**config.mk**
```make
export PLATFORM = sky130hd
export DESIGN_NAME = pid_heating_loop_with_thermal_plant
export DESIGN_NICKNAME = d
export VERILOG_FILES = /design/src/rtl/core/pidh_pkg.sv /design/src/rtl/core/pid_heating_loop_with_thermal_plant.sv /design/src/rtl/core/pidh_mul.sv
export SDC_FILE = /design/constraint.sdc
export NUM_CORES = 2
export LEC_CHECK = 0
export BUFFER_PORTS_ARGS = -buffer_cell sky130_fd_sc_hd__buf_2
export CAP_MARGIN = 20
export CORE_MARGIN = 1.5
export CORE_UTILIZATION = 55
export DETAILED_ROUTE_END_ITERATION = 8
export GPL_TIMING_DRIVEN = 0
export HOLD_SLACK_MARGIN = 0.15
export PLACE_DENSITY = 0.69
export RECOVER_POWER = 25
export SYNTH_ARGS = -nofsm -noshare
export SYNTH_HDL_FRONTEND = slang
export SYNTH_SLANG_ARGS = --single-unit
```
**constraint.sdc**
```tcl
create_clock -name i_clk -period 20.4 [get_ports i_clk]
set_input_delay 6.12 -clock i_clk [delete_from_list [all_inputs] [get_ports i_clk]]
set_output_delay 6.12 -clock i_clk [all_outputs]
set_load 0.01 [all_outputs]
```
**src/rtl/core/pidh_pkg.sv**
```systemverilog
// Shared types, constants and saturating helpers for the PID heating loop.
// Used by every module of the block; depends on nothing.
package pidh_pkg;
    localparam int FRAC_BITS = 16;
    localparam logic signed [31:0] ROOM_LOSS_GAIN      = 32'sd65536;
    localparam logic signed [31:0] ROOM_SCALE_GAIN     = 32'sd65536;
    localparam logic signed [31:0] RADIATOR_SCALE_GAIN = 32'sd65536;
    localparam logic signed [31:0] FLOW_GAIN           = 32'sd65536;

    localparam logic [2:0] REG_PROP   = 3'd0;
    localparam logic [2:0] REG_INTEG  = 3'd1;
    localparam logic [2:0] REG_DERIV  = 3'd2;
    localparam logic [2:0] REG_FILTER = 3'd3;
    localparam logic [2:0] REG_STEP   = 3'd4;
    localparam logic [2:0] REG_LOWER  = 3'd5;
    localparam logic [2:0] REG_XFER   = 3'd6;

    typedef struct packed {
        logic signed [31:0] supply_temp;
        logic signed [31:0] outdoor_temp;
        logic        [30:0] flow_capacity;
        logic signed [31:0] setpoint;
    } t_in;

    typedef struct packed {
        logic signed [31:0] radiator_temp;
        logic signed [31:0] room_temp;
        logic signed [31:0] setpoint_echo;
        logic signed [31:0] drive;
    } t_out;

    function automatic logic signed [31:0] sat_add(input logic signed [31:0] a,
                                                   input logic signed [31:0] b,
                                                   input logic do_sub);
        logic signed [32:0] s;
        s = do_sub ? ({a[31], a} - {b[31], b}) : ({a[31], a} + {b[31], b});
        if (s[32] != s[31]) begin
            sat_add = s[32] ? 32'sh8000_0000 : 32'sh7fff_ffff;
        end else begin
            sat_add = s[31:0];
        end
    endfunction
endpackage

```
**src/rtl/core/pid_heating_loop_with_thermal_plant.sv**
```systemverilog
// PID heating loop with a radiator/room thermal plant, Q16.16 fixed point.
// One word in gives one word out. Every step runs through one shared
// bit-serial multiplier, 17 products per item, and no new word is accepted
// while one is still in work. Depends on pidh_pkg, pidh_mul.
module pid_heating_loop_with_thermal_plant (
    input  logic                i_clk,
    input  logic                i_rst_n,
    input  logic                i_in_valid,
    output logic                o_in_stall,
    input  pidh_pkg::t_in       i_in,
    output logic                o_out_valid,
    input  logic                i_out_stall,
    output pidh_pkg::t_out      o_out,
    input  logic                psel,
    input  logic                penable,
    input  logic                pwrite,
    input  logic [4:0]          paddr,
    input  logic [31:0]         pwdata,
    output logic [31:0]         prdata,
    output logic                pready
);
    import pidh_pkg::*;

    localparam logic [1:0] ST_IDLE  = 2'd0;
    localparam logic [1:0] ST_ISSUE = 2'd1;
    localparam logic [1:0] ST_WAIT  = 2'd2;
    localparam logic [1:0] ST_DONE  = 2'd3;
    localparam logic [4:0] OP_LAST  = 5'd16;

    logic [30:0] r_prop, r_integ, r_deriv, r_filter, r_step, r_xgain;
    logic signed [31:0] r_lower;
    logic signed [31:0] r_room, r_pi, r_df, r_rad;
    logic signed [31:0] r_tr, r_tp, r_p, r_dt, r_irate, r_t, r_loss, r_frate;
    logic signed [31:0] r_u, r_flow, r_xfer, r_rr, r_heat, r_radrate;
    t_in  r_in;
    t_out r_out;
    logic r_ovalid;
    logic [1:0] r_state;
    logic [4:0] r_op;
    logic signed [31:0] mul_a, mul_b, res, h, err, u_sum;
    logic mul_done, in_acc, wr;

    assign h      = {1'b0, r_step};
    assign err    = sat_add(r_in.setpoint, r_tr, 1'b1);
    assign in_acc = i_in_valid && (r_state == ST_IDLE);
    assign wr     = psel && penable && pwrite;
    assign pready = 1'b1;

    always_comb begin
        case (paddr[4:2])
            REG_PROP:   prdata = {1'b0, r_prop};
            REG_INTEG:  prdata = {1'b0, r_integ};
            REG_DERIV:  prdata = {1'b0, r_deriv};
            REG_FILTER: prdata = {1'b0, r_filter};
            REG_STEP:   prdata = {1'b0, r_step};
            REG_LOWER:  prdata = r_lower;
            REG_XFER:   prdata = {1'b0, r_xgain};
            default:    prdata = 32'd0;
        endcase
    end

    always_ff @(posedge i_clk) begin
        if (!i_rst_n) begin
            r_prop   <= 31'd65536;
            r_integ  <= 31'd0;
            r_deriv  <= 31'd0;
            r_filter <= 31'd6553600;
            r_step   <= 31'd65536;
            r_lower  <= 32'sd0;
            r_xgain  <= 31'd65536;
        end else if (wr) begin
            case (paddr[4:2])
                REG_PROP:   r_prop   <= pwdata[30:0];
                REG_INTEG:  r_integ  <= pwdata[30:0];
                REG_DERIV:  r_deriv  <= pwdata[30:0];
                REG_FILTER: r_filter <= pwdata[30:0];
                REG_STEP:   r_step   <= pwdata[30:0];
                REG_LOWER:  r_lower  <= pwdata;
                REG_XFER:   r_xgain  <= pwdata[30:0];
                default: ;
            endcase
        end
    end

    always_comb begin
        case (r_op)
            5'd0:    begin mul_a = {1'b0, r_prop};   mul_b = err; end
            5'd1:    begin mul_a = {1'b0, r_deriv};  mul_b = err; end
            5'd2:    begin mul_a = {1'b0, r_integ};  mul_b = err; end
            5'd3:    begin
                mul_a = sat_add(r_tr, r_in.outdoor_temp, 1'b1);
                mul_b = ROOM_LOSS_GAIN;
            end
            5'd4:    begin mul_a = r_t; mul_b = ROOM_SCALE_GAIN; end
            5'd5:    begin
                mul_a = {1'b0, r_filter};
                mul_b = sat_add(r_dt, r_df, 1'b1);
            end
            5'd6:    begin mul_a = r_u; mul_b = {1'b0, r_in.flow_capacity}; end
            5'd7:    begin mul_a = r_t; mul_b = FLOW_GAIN; end
            5'd8:    begin mul_a = sat_add(r_tp, r_tr, 1'b1); mul_b = {1'b0, r_xgain}; end
            5'd9:    begin mul_a = r_xfer; mul_b = ROOM_SCALE_GAIN; end
            5'd10:   begin mul_a = sat_add(r_in.supply_temp, r_tp, 1'b1); mul_b = r_flow; end
            5'd11:   begin mul_a = r_t; mul_b = RADIATOR_SCALE_GAIN; end
            5'd12:   begin mul_a = r_xfer; mul_b = RADIATOR_SCALE_GAIN; end
            5'd13:   begin mul_a = h; mul_b = r_rr; end
            5'd14:   begin mul_a = h; mul_b = r_irate; end
            5'd15:   begin mul_a = h; mul_b = r_frate; end
            default: begin mul_a = h; mul_b = r_radrate; end
        endcase
    end

    pidh_mul u_mul (
        .i_clk   (i_clk),
        .i_rst_n (i_rst_n),
        .i_start (r_state == ST_ISSUE),
        .i_a     (mul_a),
        .i_b     (mul_b),
        .o_done  (mul_done),
        .o_res   (res)
    );

    assign u_sum = sat_add(sat_add(r_p, r_pi, 1'b0), res, 1'b0);

    always_ff @(posedge i_clk) begin
        if (!i_rst_n) begin
            r_state  <= ST_IDLE;
            r_op     <= 5'd0;
            r_ovalid <= 1'b0;
            r_room   <= 32'sd0;
            r_pi     <= 32'sd0;
            r_df     <= 32'sd0;
            r_rad    <= 32'sd0;
        end else begin
            if (r_ovalid && !i_out_stall && r_state != ST_DONE) begin
                r_ovalid <= 1'b0;
            end
            case (r_state)
                ST_IDLE: begin
                    if (in_acc) begin
                        r_state <= ST_ISSUE;
                        r_op    <= 5'd0;
                    end
                end
                ST_ISSUE: r_state <= ST_WAIT;
                ST_WAIT: begin
                    if (mul_done) begin
                        r_state <= (r_op == OP_LAST) ? ST_DONE : ST_ISSUE;
                        r_op    <= r_op + 5'd1;
                        case (r_op)
                            5'd13: r_room <= sat_add(r_room, res, 1'b0);
                            5'd14: r_pi   <= sat_add(r_pi, res, 1'b0);
                            5'd15: r_df   <= sat_add(r_df, res, 1'b0);
                            5'd16: r_rad  <= sat_add(r_rad, res, 1'b0);
                            default: ;
                        endcase
                    end
                end
                default: begin
                    if (!r_ovalid || !i_out_stall) begin
                        r_ovalid <= 1'b1;
                        r_state  <= ST_IDLE;
                    end
                end
            endcase
        end
    end

    always_ff @(posedge i_clk) begin
        if (in_acc) begin
            r_in <= i_in;
            r_tr <= r_room;
            r_tp <= r_rad;
        end
        if (r_state == ST_WAIT && mul_done) begin
            case (r_op)
                5'd0:  r_p     <= res;
                5'd1:  r_dt    <= res;
                5'd2:  r_irate <= res;
                5'd4:  r_loss  <= res;
                5'd5: begin
                    r_frate <= res;
                    if (u_sum > h) begin
                        r_u <= h;
                    end else if (u_sum < r_lower) begin
                        r_u <= r_lower;
                    end else begin
                        r_u <= u_sum;
                    end
                end
                5'd7:  r_flow    <= res;
                5'd8:  r_xfer    <= res;
                5'd9:  r_rr      <= sat_add(res, r_loss, 1'b1);
                5'd11: r_heat    <= res;
                5'd12: r_radrate <= sat_add(r_heat, res, 1'b1);
                default: r_t     <= res;
            endcase
        end
        if (r_state == ST_DONE && (!r_ovalid || !i_out_stall)) begin
            r_out.radiator_temp <= r_tp;
            r_out.room_temp     <= r_tr;
            r_out.setpoint_echo <= r_in.setpoint;
            r_out.drive         <= r_u;
        end
    end

    assign o_in_stall  = (r_state != ST_IDLE);
    assign o_out_valid = r_ovalid;
    assign o_out       = r_out;
endmodule

```
**src/rtl/core/pidh_mul.sv**
```systemverilog
// Bit-serial fixed-point multiplier: one multiplier bit per cycle, floor shift
// by FRAC_BITS and 32-bit saturation. Depends on pidh_pkg.
module pidh_mul (
    input  logic               i_clk,
    input  logic               i_rst_n,
    input  logic               i_start,
    input  logic signed [31:0] i_a,
    input  logic signed [31:0] i_b,
    output logic               o_done,
    output logic signed [31:0] o_res
);
    import pidh_pkg::*;

    logic signed [63:0] r_acc, r_mcand, n_sum, addend;
    logic        [31:0] r_mplier;
    logic        [4:0]  r_cnt;
    logic               r_busy, r_done;
    logic        [63-FRAC_BITS-31:0] hi;

    assign addend = r_mplier[0] ? r_mcand : 64'sd0;
    assign n_sum  = (r_cnt == 5'd31) ? (r_acc - addend) : (r_acc + addend);

    always_ff @(posedge i_clk) begin
        if (!i_rst_n) begin
            r_busy <= 1'b0;
            r_done <= 1'b0;
            r_cnt  <= 5'd0;
        end else begin
            r_done <= 1'b0;
            if (i_start) begin
                r_busy <= 1'b1;
                r_cnt  <= 5'd0;
            end else if (r_busy) begin
                r_cnt <= r_cnt + 5'd1;
                if (r_cnt == 5'd31) begin
                    r_busy <= 1'b0;
                    r_done <= 1'b1;
                end
            end
        end
    end

    always_ff @(posedge i_clk) begin
        if (i_start) begin
            r_acc    <= 64'sd0;
            r_mcand  <= {{32{i_a[31]}}, i_a};
            r_mplier <= i_b;
        end else if (r_busy) begin
            r_acc    <= n_sum;
            r_mcand  <= r_mcand <<< 1;
            r_mplier <= r_mplier >> 1;
        end
    end

    assign hi = r_acc[63:FRAC_BITS+31];

    always_comb begin
        if ((&hi) || !(|hi)) begin
            o_res = r_acc[FRAC_BITS+31:FRAC_BITS];
        end else begin
            o_res = r_acc[63] ? 32'sh8000_0000 : 32'sh7fff_ffff;
        end
    end

    assign o_done = r_done;
endmodule

```
Yosys cells after proc, flatten, opt, wreduce, memory -nomap -nowiden
Cells that the tools add are included.
Storage, ports and cells
  input port bits: 171
  output and inout port bits: 163
  bits in registers: 1224
  logic and storage cells: 214
Operators by class
  equal/unequal tests: 42
  $lt $le $gt $ge: 2
  add/subtract/negate cells: 17
  bitwise logic cells: 3
  reductions and logical operators: 53
  mux-type cells: 54
Operators by type and width (number)
  $mux W32: 31
  $pmux W32 S10: 1
  $pmux W32 S9: 1
  $mux W64: 4
  $sub A32 B32 Y33: 7
  $pmux W32 S7: 1
  $add A32 B32 Y33: 6
  $add A64 B64 Y64: 1
  $sub A64 B64 Y64: 1
  $eq A5 B4 Y1 const B: 8
  $reduce_and A2 Y1: 18
  $gt A32 B32 Y1: 1
  $lt A32 B32 Y1: 1
  $mux W31: 1
  $eq A5 B3 Y1 const B: 4
  $reduce_and A3 Y1: 6
  $reduce_and A17 Y1: 1
  $reduce_or A17 Y1: 1
  $ne A1 B1 Y1: 13
  $reduce_or A3 Y1: 4
  $add A5 B1 Y5 const B: 2
  $eq A5 B2 Y1 const B: 2
  $eq A5 B5 Y1 const B: 2
  $mux W5: 2
  24 further kinds: 52

Depth between registers and ports, before layout
  word-level depth: 10
  mapped depth: 47
  mapped depth without buffers: 43

Hierarchy
Synthesis repeated with hierarchy kept, for this count alone.
Unflattened totals
  cell total of the unflattened synthesis: 8066
  area, all modules: 76332.0 um^2
By module, submodules not included
  pid_heating_loop_with_thermal_plant: area an instance 64020.2 um^2, cells an instance 6642, instances 1, sequential area each 28197.0 um^2
  pidh_mul: area an instance 12311.8 um^2, cells an instance 1424, instances 1, sequential area each 4304.1 um^2

Worst setup path before layout
OpenSTA, ideal clock, no wires.
  path type: input to register
  start point: input port i_out_stall
  end point: register r_out (netlist bit o_out[0]) (enable)
  path slack: 4218 ps
  data required time: 19591 ps
  stages: 1
  setup time: 809 ps
  buffers on the path: 0
  data arrival time: 15373 ps
  cell sequence: a21boi_0
Between the ends
  cells in the longest elaborated chain, start to end: 3
RTL lines
  start, declared: line pid_heating_loop_with_thermal_plant.sv:12  | input logic i_out_stall,
  $logic_not A1 Y1: line pid_heating_loop_with_thermal_plant.sv:199  | if (r_state == ST_DONE && (!r_ovalid || !i_out_stall)) begin
  $logic_or A1 B1 Y1: line pid_heating_loop_with_thermal_plant.sv:199
  $logic_and A1 B1 Y1: line pid_heating_loop_with_thermal_plant.sv:199
  end, declared: line pid_heating_loop_with_thermal_plant.sv:36  | t_out r_out;
No other way between the ends.
A chain may end at the register's enable or synchronous reset.

Final worst setup path
  start point: input port paddr[3]
  end point: output port prdata[23]
Between the ends
  cells in the longest elaborated chain, start to end: 2
  elaborated cells on any way between the ends: 8
RTL lines
  start, declared: line pid_heating_loop_with_thermal_plant.sv:17  | input logic [4:0] paddr,
  $eq A3 B3 Y1 (tied with other cells): line pid_heating_loop_with_thermal_plant.sv:50  | case (paddr[4:2])
  $pmux W32 S7 *: line pid_heating_loop_with_thermal_plant.sv:50
  end, declared: line pid_heating_loop_with_thermal_plant.sv:19  | output logic [31:0] prdata,
Mark *: on every way between the ends. The rest lies on a longest branch, timed or not.

==> run metrics <==
HP Class flop to flop; vias in the first global route 63,880; reg-to-reg endpoint r_u[10]; met3 usage 14.20%; Post-Syn Instances 8,044; RSZ-0062 raised after global routing false; Hold Buf Count CTS 0; Site Rows 136; flop-to-flop setup slack 7.58 ns; commonest non-fill, non-tap cell in the layout a21oi_1; PwrDens 156.5 mW/mm²; hold wc startpoint r_room[2]; met1 Track Usage GR 54.00%; drt first pass iters 9; relative slew slack -92.27%; Slew Viols, Final 255; post-synth net total 8,787; largest net degree at the start of global routing 59; number of flops mapped to enable cells by yosys 799; Peak VDD IR 0.0001172 V; Total Routing Usage GR 43.08%; hpwl dp 241,800 µm; Synth-to-Final Area Change 12.78%; ys async rst share 0%; Synth Area in Simple Gates 12.28%; final worst setup slack 4.244 ns; Fill cells 11,780; critical path class input port to output port; Synth area leader edfxtp_1; Die Wd 374.2 µm; first-pass GRT wire length 437,300 µm; drt drc 16; setup violators final 0; total design power 13.38 mW; Num CTS Buffers 138; LEAKAGE 33.38 nW; drt initial violations 9,460; TritonCTS clock tree done; area of the mapped netlist 0.07579 mm²; Post-CTS Setup Bufs 0; GR Layer Usage met2 62.95%; FF-to-FF path depth 47; fin crit share 79.20%; Root Driver clkbuf_16; dpl ws 4.301 ns; CP Capture Type output port; Synth warnings 0; critical path launch point type input port; initial antenna violation count 52; compound-cell area share of the yosys netlist 22.68%; area of the multi-input gates 0.04025 mm²; Initial Utilization 55.26%; fin area 0.08548 mm²; dominant register cell in the synthesized netlist edfxtp_1; Max Root-Sink Buffers 3; Endpoint, Worst Hold r_tr[2]; Die ar. 0.1400 mm²; Worst Path Arrival 10.04 ns; final WL 311,800 µm; post-synth top area share 31.66%; die height 374.2 µm; Min Hold Slack 0.4652 ns; Clock transition at path regs 0.06 ns; Critical R2R Launch r_p[0]; largest family of logic cells by synthesized area compound AO/OA/AOI/OAI gates; Avg WL per Cell 29.65 µm; Worst Hold Depth 0; Port-buffer cells 329; core footprint 0.1372 mm²; violated checks DRC, capacitance limit, slew limit; f_max 61.90 MHz; Post-Synth Adder-Cell Area 10.24%; Remaining Overflow, GRT 0; Avg Inst Size Synth 9.422 µm²; CTS sink cnt 1,224; fin nets 9,330; share of cells above drive strength 1 8.876%; worst-margin pin slew 2.884 ns; RD Place Congestion 1.106; synth unique cells 114; Area contributors post-synth edfxtp_1 32%, dfxtp_1 11%, ha_1 9.2%, a21oi_1 6.2%, nand2_1 4.1%; clock skew 0.03321 ns; Clock Latency Late Sink 0.81 ns; XOR/XNOR Fraction of Synth Area 5.255%; htree depth 4; #FFs+latches synth 1,224; placed inst area 0.08107 mm²; vias per cell 6.604; mux contribution to synthesized area 2.559%; PostCTS Resize Cnt 0; sequential area share after synthesis 42.88%; Max Cap Violations 12; worst-path fanout max 10; crit path time final 16.16 ns; final hold vios 0; Most Crowded Layer GR met2; CP required 14.28 ns; sequential cell area 0.03250 mm²; # IOs 334; vias 69,440; Routed Antenna Nets 0; status finished, violations left; most frequent cells in the layout 936 x a21oi_1, 831 x nand2_1, 799 x edfxtp_1
==> where the power goes <==
| part | leakage (nW) | switching (mW) | internal [mW] |
|---|---|---|---|
| clock network | 2.24 | 1.09 | 1.47 |
| registers | 10.8 | 0.299 | 3.25 |
| logic | 20.4 | 4.68 | 2.59 |
| total | 33.4 | 6.07 | 7.31 |
==> cell families (layout without fill, tap and decap cells) <==
kind of cell               Yosys count  after routing
adders and majority gates          622            622
other                                1             25
xor gates and xnor gates           453            453
and+or+nand+nor                   2054           2054
DFF                               1224           1224
buffers and inverters              807           1461
AOI/OAI and AO/OA                 2709           2709
muxes                              174            174
==> synthesized netlist by cell type (24+ instances only) <==
cell type and instances:
nor2_1 489, a22oi_1 104, a21oi_1 936, o21ai_0 541
and2_1 40, dfxtp_1 425, xor2_1 182, inv_1 438
a21o_1 266, a211oi_1 90, ha_1 558, nor3_1 116
o21a_1 81, nand2b_1 84, nor2b_1 66, a221oi_1 26
xnor2_1 269, nand4_1 75, a222oi_1 54, o31a_1 28
nand3_1 161, o22ai_1 45, a31oi_1 82, maj3_1 49
o21bai_1 67, and3_1 55, o211ai_1 85, mux2i_1 138
or3_1 41, nand2_1 831, clkbuf_1 303, buf_2 28
o31ai_1 24, nor4_1 33, edfxtp_1 799
==> area by class of cell <==
class,instances,area share [%]
Multi-Input combinational cell,6013,47.09
Inverter,443,1.948
Sequential cell,1224,38.02
Tap cell,1794,2.626
Timing Repair Buffer,403,3.184
Clock inverter,82,1.058
Antenna cell,24,0.07026
Buffer,364,1.689
Clock buffer,169,4.309
==> through the flow <==
step,setup TNS (ns),std cells,util [%]
final,0,10520,62.32
after global routing,0,10500,62.29
after detailed placement,0,10240,59.11
after global placement,-335.17,10170,58.10
after CTS,0,10490,62.45
after floorplan,0,8044,-
==> registers in the layout, indices dropped and copies added (netlist names), 64 cells and up <==
| signal | cells |
|---|---|
| u_mul.r_acc | 64 |
| u_mul.r_mcand | 64 |
| r_in | 127 |
| o_out | 128 |
==> per-layer routing <==
metal / share of wire, % / routed length [µm]
met2: 42 / 129700
met3: 13 / 40130
met4: 8.2 / 25430
met5: 0.052 / 161
met1: 37 / 116400
==> how the worst max path moves through the flow <==
| stage | start | to | slack, ns | cells after the start |
|---|---|---|---|---|
| floorplan | i_out_stall | o_out[0] | 4.22 | 1 |
| global placement | i_out_stall | o_out[32] | -2.63 | 2 |
| detailed placement | paddr[3] | prdata[23] | 4.30 | 8 |
| CTS | paddr[3] | prdata[23] | 4.30 | 8 |
| global route | paddr[3] | prdata[23] | 4.39 | 9 |
| finish | paddr[3] | prdata[23] | 4.24 | 9 |
==> critical path, cell delays in order <==
cell and delay, ns:
buf_2 0.13, clkbuf_1 0.62, clkbuf_1 0.57, buf_1 0.83, nor2b_1 0.83, a22oi_1 0.17
o21ai_0 0.30, clkbuf_4 0.28, buf_2 0.16
No activity file was read; power rests on OpenSTA's default activity.
